File: config.mk
export PLATFORM = sky130hd
export DESIGN_NAME = agdv_front
export DESIGN_NICKNAME = d
export VERILOG_FILES = /design/src/rtl/agdv_pkg.sv /design/src/rtl/agdv_front.sv
export SDC_FILE = /design/constraint.sdc
export NUM_CORES = 1
export LEC_CHECK = 0
export BUFFER_PORTS_ARGS = -buffer_cell sky130_fd_sc_hd__buf_2
export CAP_MARGIN = 10
export CELL_PAD_IN_SITES_DETAIL_PLACEMENT = 1
export CELL_PAD_IN_SITES_GLOBAL_PLACEMENT = 2
export CORE_MARGIN = 1
export CORE_UTILIZATION = 39
export CTS_CLUSTER_DIAMETER = 150
export DETAILED_ROUTE_END_ITERATION = 7
export PLACE_DENSITY = 0.89
export SLEW_MARGIN = 20
export SYNTH_ARGS = -nofsm -noshare
export SYNTH_HDL_FRONTEND = slang
export SYNTH_SLANG_ARGS = --single-unit
export TNS_END_PERCENT = 20
File: constraint.sdc
create_clock -name clk_i -period 9.4 [get_ports clk_i]
set_input_delay 1.88 -clock clk_i [delete_from_list [all_inputs] [get_ports clk_i]]
set_output_delay 1.88 -clock clk_i [all_outputs]
set_load 0.03 [all_outputs]
File: src/rtl/agdv_pkg.sv
// Shared types, constants and AES/GHASH helper functions for the GCM
// decrypt-and-verify unit. Depends on nothing; every module imports it.
package agdv_pkg;

  // Width of the wrapping part of the 32-bit counter field.
  localparam int COUNT_BITS = 32;
  localparam logic [31:0] CTR_MASK = 32'((64'(1) << COUNT_BITS) - 64'(1));

  localparam int QDEPTH = 2;
  localparam logic [3:0] AES_ROUNDS = 4'd10;
  localparam int GH_DIGIT = 8;
  localparam logic [4:0] GH_CYCLES = 5'(128 / GH_DIGIT);
  localparam logic [7:0] GF_POLY = 8'h1b;
  localparam logic [7:0] GH_POLY = 8'he1;
  localparam logic [7:0] RCON_FIRST = 8'h02 >> 1;

  localparam logic [2:0] CFG_KEY_HIGH = 3'd0;
  localparam logic [2:0] CFG_KEY_LOW = 3'd1;
  localparam logic [2:0] CFG_NONCE_HIGH = 3'd2;
  localparam logic [2:0] CFG_NONCE_LOW = 3'd3;
  localparam logic [2:0] CFG_TAG_HIGH = 3'd4;
  localparam logic [2:0] CFG_TAG_LOW = 3'd5;

  typedef struct packed {
    logic [127:0] cipher;
    logic last;
    logic [31:0] count;
  } item_t;

  typedef struct packed {
    logic [127:0] plain;
    logic msg_end;
    logic match;
  } result_t;

  typedef struct packed {
    logic rekey_busy;
    logic [1:0] oq_count;
  } back_stat_t;

  localparam logic [7:0] SBOX [256] = '{
    8'h63,8'h7c,8'h77,8'h7b,8'hf2,8'h6b,8'h6f,8'hc5,8'h30,8'h01,8'h67,8'h2b,8'hfe,8'hd7,8'hab,8'h76,
    8'hca,8'h82,8'hc9,8'h7d,8'hfa,8'h59,8'h47,8'hf0,8'had,8'hd4,8'ha2,8'haf,8'h9c,8'ha4,8'h72,8'hc0,
    8'hb7,8'hfd,8'h93,8'h26,8'h36,8'h3f,8'hf7,8'hcc,8'h34,8'ha5,8'he5,8'hf1,8'h71,8'hd8,8'h31,8'h15,
    8'h04,8'hc7,8'h23,8'hc3,8'h18,8'h96,8'h05,8'h9a,8'h07,8'h12,8'h80,8'he2,8'heb,8'h27,8'hb2,8'h75,
    8'h09,8'h83,8'h2c,8'h1a,8'h1b,8'h6e,8'h5a,8'ha0,8'h52,8'h3b,8'hd6,8'hb3,8'h29,8'he3,8'h2f,8'h84,
    8'h53,8'hd1,8'h00,8'hed,8'h20,8'hfc,8'hb1,8'h5b,8'h6a,8'hcb,8'hbe,8'h39,8'h4a,8'h4c,8'h58,8'hcf,
    8'hd0,8'hef,8'haa,8'hfb,8'h43,8'h4d,8'h33,8'h85,8'h45,8'hf9,8'h02,8'h7f,8'h50,8'h3c,8'h9f,8'ha8,
    8'h51,8'ha3,8'h40,8'h8f,8'h92,8'h9d,8'h38,8'hf5,8'hbc,8'hb6,8'hda,8'h21,8'h10,8'hff,8'hf3,8'hd2,
    8'hcd,8'h0c,8'h13,8'hec,8'h5f,8'h97,8'h44,8'h17,8'hc4,8'ha7,8'h7e,8'h3d,8'h64,8'h5d,8'h19,8'h73,
    8'h60,8'h81,8'h4f,8'hdc,8'h22,8'h2a,8'h90,8'h88,8'h46,8'hee,8'hb8,8'h14,8'hde,8'h5e,8'h0b,8'hdb,
    8'he0,8'h32,8'h3a,8'h0a,8'h49,8'h06,8'h24,8'h5c,8'hc2,8'hd3,8'hac,8'h62,8'h91,8'h95,8'he4,8'h79,
    8'he7,8'hc8,8'h37,8'h6d,8'h8d,8'hd5,8'h4e,8'ha9,8'h6c,8'h56,8'hf4,8'hea,8'h65,8'h7a,8'hae,8'h08,
    8'hba,8'h78,8'h25,8'h2e,8'h1c,8'ha6,8'hb4,8'hc6,8'he8,8'hdd,8'h74,8'h1f,8'h4b,8'hbd,8'h8b,8'h8a,
    8'h70,8'h3e,8'hb5,8'h66,8'h48,8'h03,8'hf6,8'h0e,8'h61,8'h35,8'h57,8'hb9,8'h86,8'hc1,8'h1d,8'h9e,
    8'he1,8'hf8,8'h98,8'h11,8'h69,8'hd9,8'h8e,8'h94,8'h9b,8'h1e,8'h87,8'he9,8'hce,8'h55,8'h28,8'hdf,
    8'h8c,8'ha1,8'h89,8'h0d,8'hbf,8'he6,8'h42,8'h68,8'h41,8'h99,8'h2d,8'h0f,8'hb0,8'h54,8'hbb,8'h16
  };

  function automatic logic [7:0] xtime(input logic [7:0] b);
    return {b[6:0], 1'b0} ^ (b[7] ? GF_POLY : 8'h00);
  endfunction

  function automatic logic [31:0] sub_word(input logic [31:0] w);
    return {SBOX[w[31:24]], SBOX[w[23:16]], SBOX[w[15:8]], SBOX[w[7:0]]};
  endfunction

  // Next AES-128 round key from the current one.
  function automatic logic [127:0] key_next(input logic [127:0] rk, input logic [7:0] rcon);
    logic [31:0] t;
    logic [31:0] n0, n1, n2, n3;
    t = sub_word({rk[23:0], rk[31:24]}) ^ {rcon, 24'h0};
    n0 = rk[127:96] ^ t;
    n1 = n0 ^ rk[95:64];
    n2 = n1 ^ rk[63:32];
    n3 = n2 ^ rk[31:0];
    return {n0, n1, n2, n3};
  endfunction

  // One AES round; byte 0 is the most significant byte of the state.
  function automatic logic [127:0] aes_round(input logic [127:0] st, input logic [127:0] rk,
                                             input logic fin);
    logic [7:0] s [16];
    logic [7:0] t [16];
    logic [7:0] m [16];
    logic [7:0] all;
    logic [127:0] o;
    for (int i = 0; i < 16; i++) s[i] = SBOX[st[127-8*i -: 8]];
    for (int r = 0; r < 4; r++) begin
      for (int c = 0; c < 4; c++) t[r+4*c] = s[r+4*((c+r)&3)];
    end
    for (int c = 0; c < 4; c++) begin
      all = t[4*c] ^ t[4*c+1] ^ t[4*c+2] ^ t[4*c+3];
      m[4*c]   = t[4*c]   ^ all ^ xtime(t[4*c]   ^ t[4*c+1]);
      m[4*c+1] = t[4*c+1] ^ all ^ xtime(t[4*c+1] ^ t[4*c+2]);
      m[4*c+2] = t[4*c+2] ^ all ^ xtime(t[4*c+2] ^ t[4*c+3]);
      m[4*c+3] = t[4*c+3] ^ all ^ xtime(t[4*c+3] ^ t[4*c]);
    end
    for (int i = 0; i < 16; i++) o[127-8*i -: 8] = fin ? t[i] : m[i];
    return o ^ rk;
  endfunction

endpackage

File: src/rtl/agdv_front.sv
// Input side: takes ciphertext words, numbers them within the message and
// queues them for the back end. Depends on agdv_pkg.
module agdv_front (
  input  logic                 clk_i,
  input  logic                 rst_ni,
  input  logic                 push_i,
  input  logic                 hold_i,
  input  logic [127:0]         cipher_i,
  input  logic                 last_i,
  output logic                 full_o,
  input  logic                 deq_i,
  output logic                 item_valid_o,
  output agdv_pkg::item_t      item_o
);
  import agdv_pkg::*;

  item_t q_q [QDEPTH];
  logic wp_q, rp_q;
  logic [1:0] cnt_q;
  logic [31:0] idx_q;
  logic acc;

  assign full_o = (cnt_q == 2'(QDEPTH)) || hold_i;
  assign acc = push_i && !full_o;
  assign item_valid_o = cnt_q != '0;
  assign item_o = q_q[rp_q];

  always_ff @(posedge clk_i or negedge rst_ni) begin
    if (!rst_ni) begin
      wp_q <= 1'b0;
      rp_q <= 1'b0;
      cnt_q <= '0;
      idx_q <= '0;
    end else begin
      if (acc) begin
        wp_q <= ~wp_q;
        idx_q <= last_i ? 32'd0 : idx_q + 32'd1;
      end
      if (deq_i) rp_q <= ~rp_q;
      cnt_q <= cnt_q + 2'(acc) - 2'(deq_i);
    end
  end

  always_ff @(posedge clk_i) begin
    if (acc) q_q[wp_q] <= '{cipher: cipher_i, last: last_i, count: idx_q + 32'd1};
  end
endmodule

======== After elaboration in Yosys (flattened, before gate mapping) ========
Memory sizes are Yosys's and may differ from the RTL's.
Index checks and enable logic that the tools add are counted.
operators by class
  reduce and logical (&&, ||, !) cells .... 4
  bitwise gates (word level) .............. 2
  add/subtract/negate cells ............... 3
  multiplexer cells ....................... 3
  equality and inequality tests ........... 1
operators by type and width
  cell                                           count
  adder 32 x 1 -> 32 bit, second input constant  1
  two-way mux 32 bit                             1
  adder 2 x 1 -> 2 bit                           1
  == test 2 bit, second input constant           1
  two-way mux 1 bit                              2
  NOT 1 bit                                      2
  nonzero test 2 bit                             1
  subtractor 2 x 1 -> 2 bit                      1
  logical AND 1 bit                              1
  zero test 1 bit                                1
  logical OR 1 bit                               1
word-level totals
  memories ................................ 1
  output and inout port bits .............. 163
  bits in writable memories ............... 322
  word-level logic and storage cells ...... 18
  flip-flop bits (word level) ............. 36
  bits of input ports ..................... 134
memories
  name  depth  bits a word  rd ports  clocked after memory_dff  write ports  line              text
  q_q   2      161          1         0                         1            agdv_front.sv:17  item_t q_q [QDEPTH];

======== Logic depth before layout (Yosys ltp) ========
  depth after elaboration ................. 6
  mapped depth ............................ 9
  depth with buffers taken out ............ 8

======== Worst setup path after synthesis ========
No wires, ideal clock.
  path kind ............................... input-to-reg
  start ................................... input push_i
  end ..................................... memory q_q[0][0] (netlist name) (enable)
  arrival time ............................ 9.307 ns
  slack ................................... -0.592 ns
  data required time ...................... 8.715 ns
  stages .................................. 5
  cells stage by stage .................... nor2b_1 > and2_1 > clkinv_1 > clkbuf_1 > nor2_1
on the way
  cells in the longest elaborated chain, start to end .. 3
RTL lines
  element                                  line              text
  start: declaration                       agdv_front.sv:6   input logic push_i,
  logical AND 1 bit                        agdv_front.sv:24  assign acc = push_i && !full_o;
  two-way mux 1 bit                        agdv_front.sv:45  if (acc) q_q[wp_q] <= '{cipher: cipher_i, last: last_i, count: idx_q + 32'd1};
  two-way mux 1 bit (not written as such)  agdv_front.sv:45
  end: declaration                         agdv_front.sv:17
No other way between the ends.

==> flow_summary_export.csv <==
group,metric,value,unit
power_and_ir_drop,power.total,4.97,mW
timing,fmax,0.185,GHz
setup_path,end_kind,"output pin",
synth,synthArstFlopShare,0.101,
global_route,grt_pass1_vias,8510,
clocking,path_clk_slew,0.06,ns
timing,setup_tns,0,ns
detailed_routing,via_count,7909,
timing,finalSetupViolCount,0,
synth,synth_area_leaders,"edfxtp_1 69%, mux2_2 13%, dfrtp_1 6.5%",
global_route,grt_first_pass_wirelength,49200,um
cells_and_area,final_layout_size_suffix_gt1_frac,0.482,
die,die_x,191,um
die,dieArea,36500,um^2
outcome,status,"finished clean",
synth,synth_top_area_share,0.694,
clocking,clock_path_buffers,3,
synth,syn_area_per_cell,18.0,um^2
global_route,grt_max_degree,85,
timing,min_period_over_period,0.577,
hold_path,hold_path.class,"register to register",
detailed_routing,drt_first_iter_violations,330,
synth,synth_edf_count,322,
global_route,antenna_found_initial,5,
detailed_routing,wl,32600,um
timing,rsz0062_at_grt,"no",
timing,hold-worst-slack,0.492,ns
clocking,holdBufCountCts,0,
detailed_routing,drt-met1-wl,13100,um
place,dp_hpwl,22100,um
global_route,gr-total-overflow,0,
die,io_pins,297,
cells_and_area,area_delta_synth_final,23.4,%
clocking,numCtsBuffers,39,
die,fp-row-count,68,
synth,yosys.area.top_type,"edfxtp_1",
synth,synth_flop_cell,"edfxtp_1",
setup_path,worst_ep_required_time,7.52,ns
detailed_routing,ant_nets,0,
detailed_routing,drc,0,
synth,synth-seq-cells,358,
setup_path,startpoint_type,"register",
cells_and_area,fillers,3389,
synth,yosysWarnings,0,
clocking,post_cts_buffers,0,
detailed_routing,firstDrtPassIters,4,
die,die_h,191,um
power_and_ir_drop,power_density,289,nW/um^2
timing,slew_viol_final,0,
setup_path,crit_arrival,3.54,ns
flow_run,cap_viol_max_count,0,
die,initial_core_util,0.399,
cells_and_area,final_nets,1221,
timing,fin_skew,0.0179,ns
cells_and_area,stdcell_area,17200,um^2
place,dpl_cell_area,15900,um^2
clocking,root_buffer,"clkbuf_16",
detailed_routing,wl_per_cell,20.8,um
detailed_routing,dr.max_layer_used,"met5",
clocking,post_cts_resized,0,
clocking,cts_tree,"done",
synth,ys_types,46,
detailed_routing,wl_met2,16500,um
timing,timing.final.hold_violations,0,
timing,slew_headroom,0.317,
clocking,cts_sinks,358,
synth,synth-seq-area-share,0.759,
timing,tightest_slew,1.02,ns
detailed_routing,viasPerCell,5.04,
place,port_buffers,296,
setup_path,path_max_fanout,70,
place,gp_congestion,0.761,
global_route,gr-usage-all-layers,0.176,
synth,syn_nets,911,
power_and_ir_drop,ir_drop,0.401,mV
setup_path,path_class,"register to output pin",
clocking,htreeDepth,2,
synth,syn_area,13900,um^2
timing,period_minus_slack,5.42,ns
detailed_routing,wl_met3,2310,um
die,core,34900,um^2
synth,netlist_instances,774,
clocking,clkLatencyLatePin,0.54,ns
power_and_ir_drop,p_leak,6.49,nW
==> synthesized netlist by cell type (all sizes together), types with 3 or more instances <==
| library cell | number |
|---|---|
| a22o | 3 |
| mux2 | 161 |
| nand3 | 15 |
| o311ai | 4 |
| nand2 | 33 |
| nor4 | 5 |
| nor3 | 5 |
| xor2 | 13 |
| o21ai | 27 |
| o31ai | 13 |
| a31oi | 7 |
| a21oi | 6 |
| nor2 | 24 |
| and4 | 3 |
| nand4 | 7 |
| ha | 3 |
| dfrtp | 36 |
| edfxtp | 322 |
| xnor2 | 21 |
| buf | 16 |
| clkbuf | 20 |
| o41ai | 3 |
| inv | 6 |
| and3 | 4 |
| and2 | 3 |
==> state kept, by name, summed over array words and instances, names as in the netlist <==
register,flops
q_q,322
idx_q,32
cnt_q,2
rp_q,1
wp_q,1
==> kinds of logic (layout without fill, tap and decap cells) <==
group / Yosys count / in the layout / share of synthesized area
AO/OA/AOI/OAI: 68 / 68 / 0.0310
XOR/XNOR: 34 / 34 / 0.0214
adder cells (fa/ha/maj): 3 / 3 / 0.00269
buffers and inverters: 43 / 380 / 0.0132
flip-flops: 358 / 358 / 0.759
multiplexers: 162 / 162 / 0.131
other: 0 / 3 / 0
AND/OR/NAND/NOR: 106 / 106 / 0.0420
==> path summary, 6_finish.rpt <==
path | startpoint | endpoint | slack, ns | cells after the start
hold / removal | cnt_q[1] | cnt_q[1] | 0.49 | 1
min in group asynchronous | rst_ni | idx_q[22] | 1.50 | 1
hold reg to reg | cnt_q[1] | cnt_q[1] | 0.49 | 1
max in group asynchronous | rst_ni | rp_q | 7.21 | 1
setup / recovery | rp_q | item_o[29] | 3.98 | 4
setup reg to reg | cnt_q[1] | q_q[1][160] | 5.94 | 6
==> worst max-delay path, cell delays in order, from the launching register on <==
cell	delay [ns]
dfrtp_4	0.65
buf_4	0.78
buf_4	0.85
mux2_2	0.44
buf_2	0.18
==> stage by stage <==
stage	setup WS (ns)	util	std cells
after floorplan	-0.592	-	774
after global placement	4.29	0.456	1497
after detailed placement	4.18	0.456	1497
after CTS	3.88	0.492	1565
after global routing	3.75	0.492	1567
final	3.98	0.493	1569
==> metal layers <==
layer | vias to the layer above | track usage
li1 | 3621 | -
met1 | 3964 | 0.212
met2 | 256 | 0.310
met3 | 62 | 0.0439
met4 | 6 | 0.0498
met5 | - | 0
==> layout by cell type, fill, tap and decap left out, types with 9 or more instances in the layout <==
cell / Yosys / layout
o21ai_0: 27 / 27
clkinv_1: 1 / 9
xor2_1: 13 / 13
o31ai_1: 13 / 13
mux2_2: 161 / 161
dfrtp_1: 36 / 35
buf_2: 15 / 296
nand2_1: 33 / 33
edfxtp_1: 322 / 322
xnor2_1: 21 / 21
clkbuf_16: 0 / 39
nand3_1: 12 / 12
nor2_1: 24 / 22
==> area by class of cell <==
cell class | count | area (um^2) | share of cell area
diodes | 3 | 7.51 | 0.000437
repair buffers | 305 | 1570 | 0.0916
flip-flops and latches | 358 | 10600 | 0.615
clock inverters | 24 | 236 | 0.0138
inverters | 7 | 26.3 | 0.00153
well taps | 455 | 569 | 0.0331
clock buffers | 44 | 1000 | 0.0585
multi-input cells | 373 | 3190 | 0.186
==> where the power goes <==
group	switching (mW)	internal (mW)
registers	0.0698	1.94
clock network	0.605	0.880
logic	0.971	0.495
No activity file was read; power rests on OpenSTA's default activity.
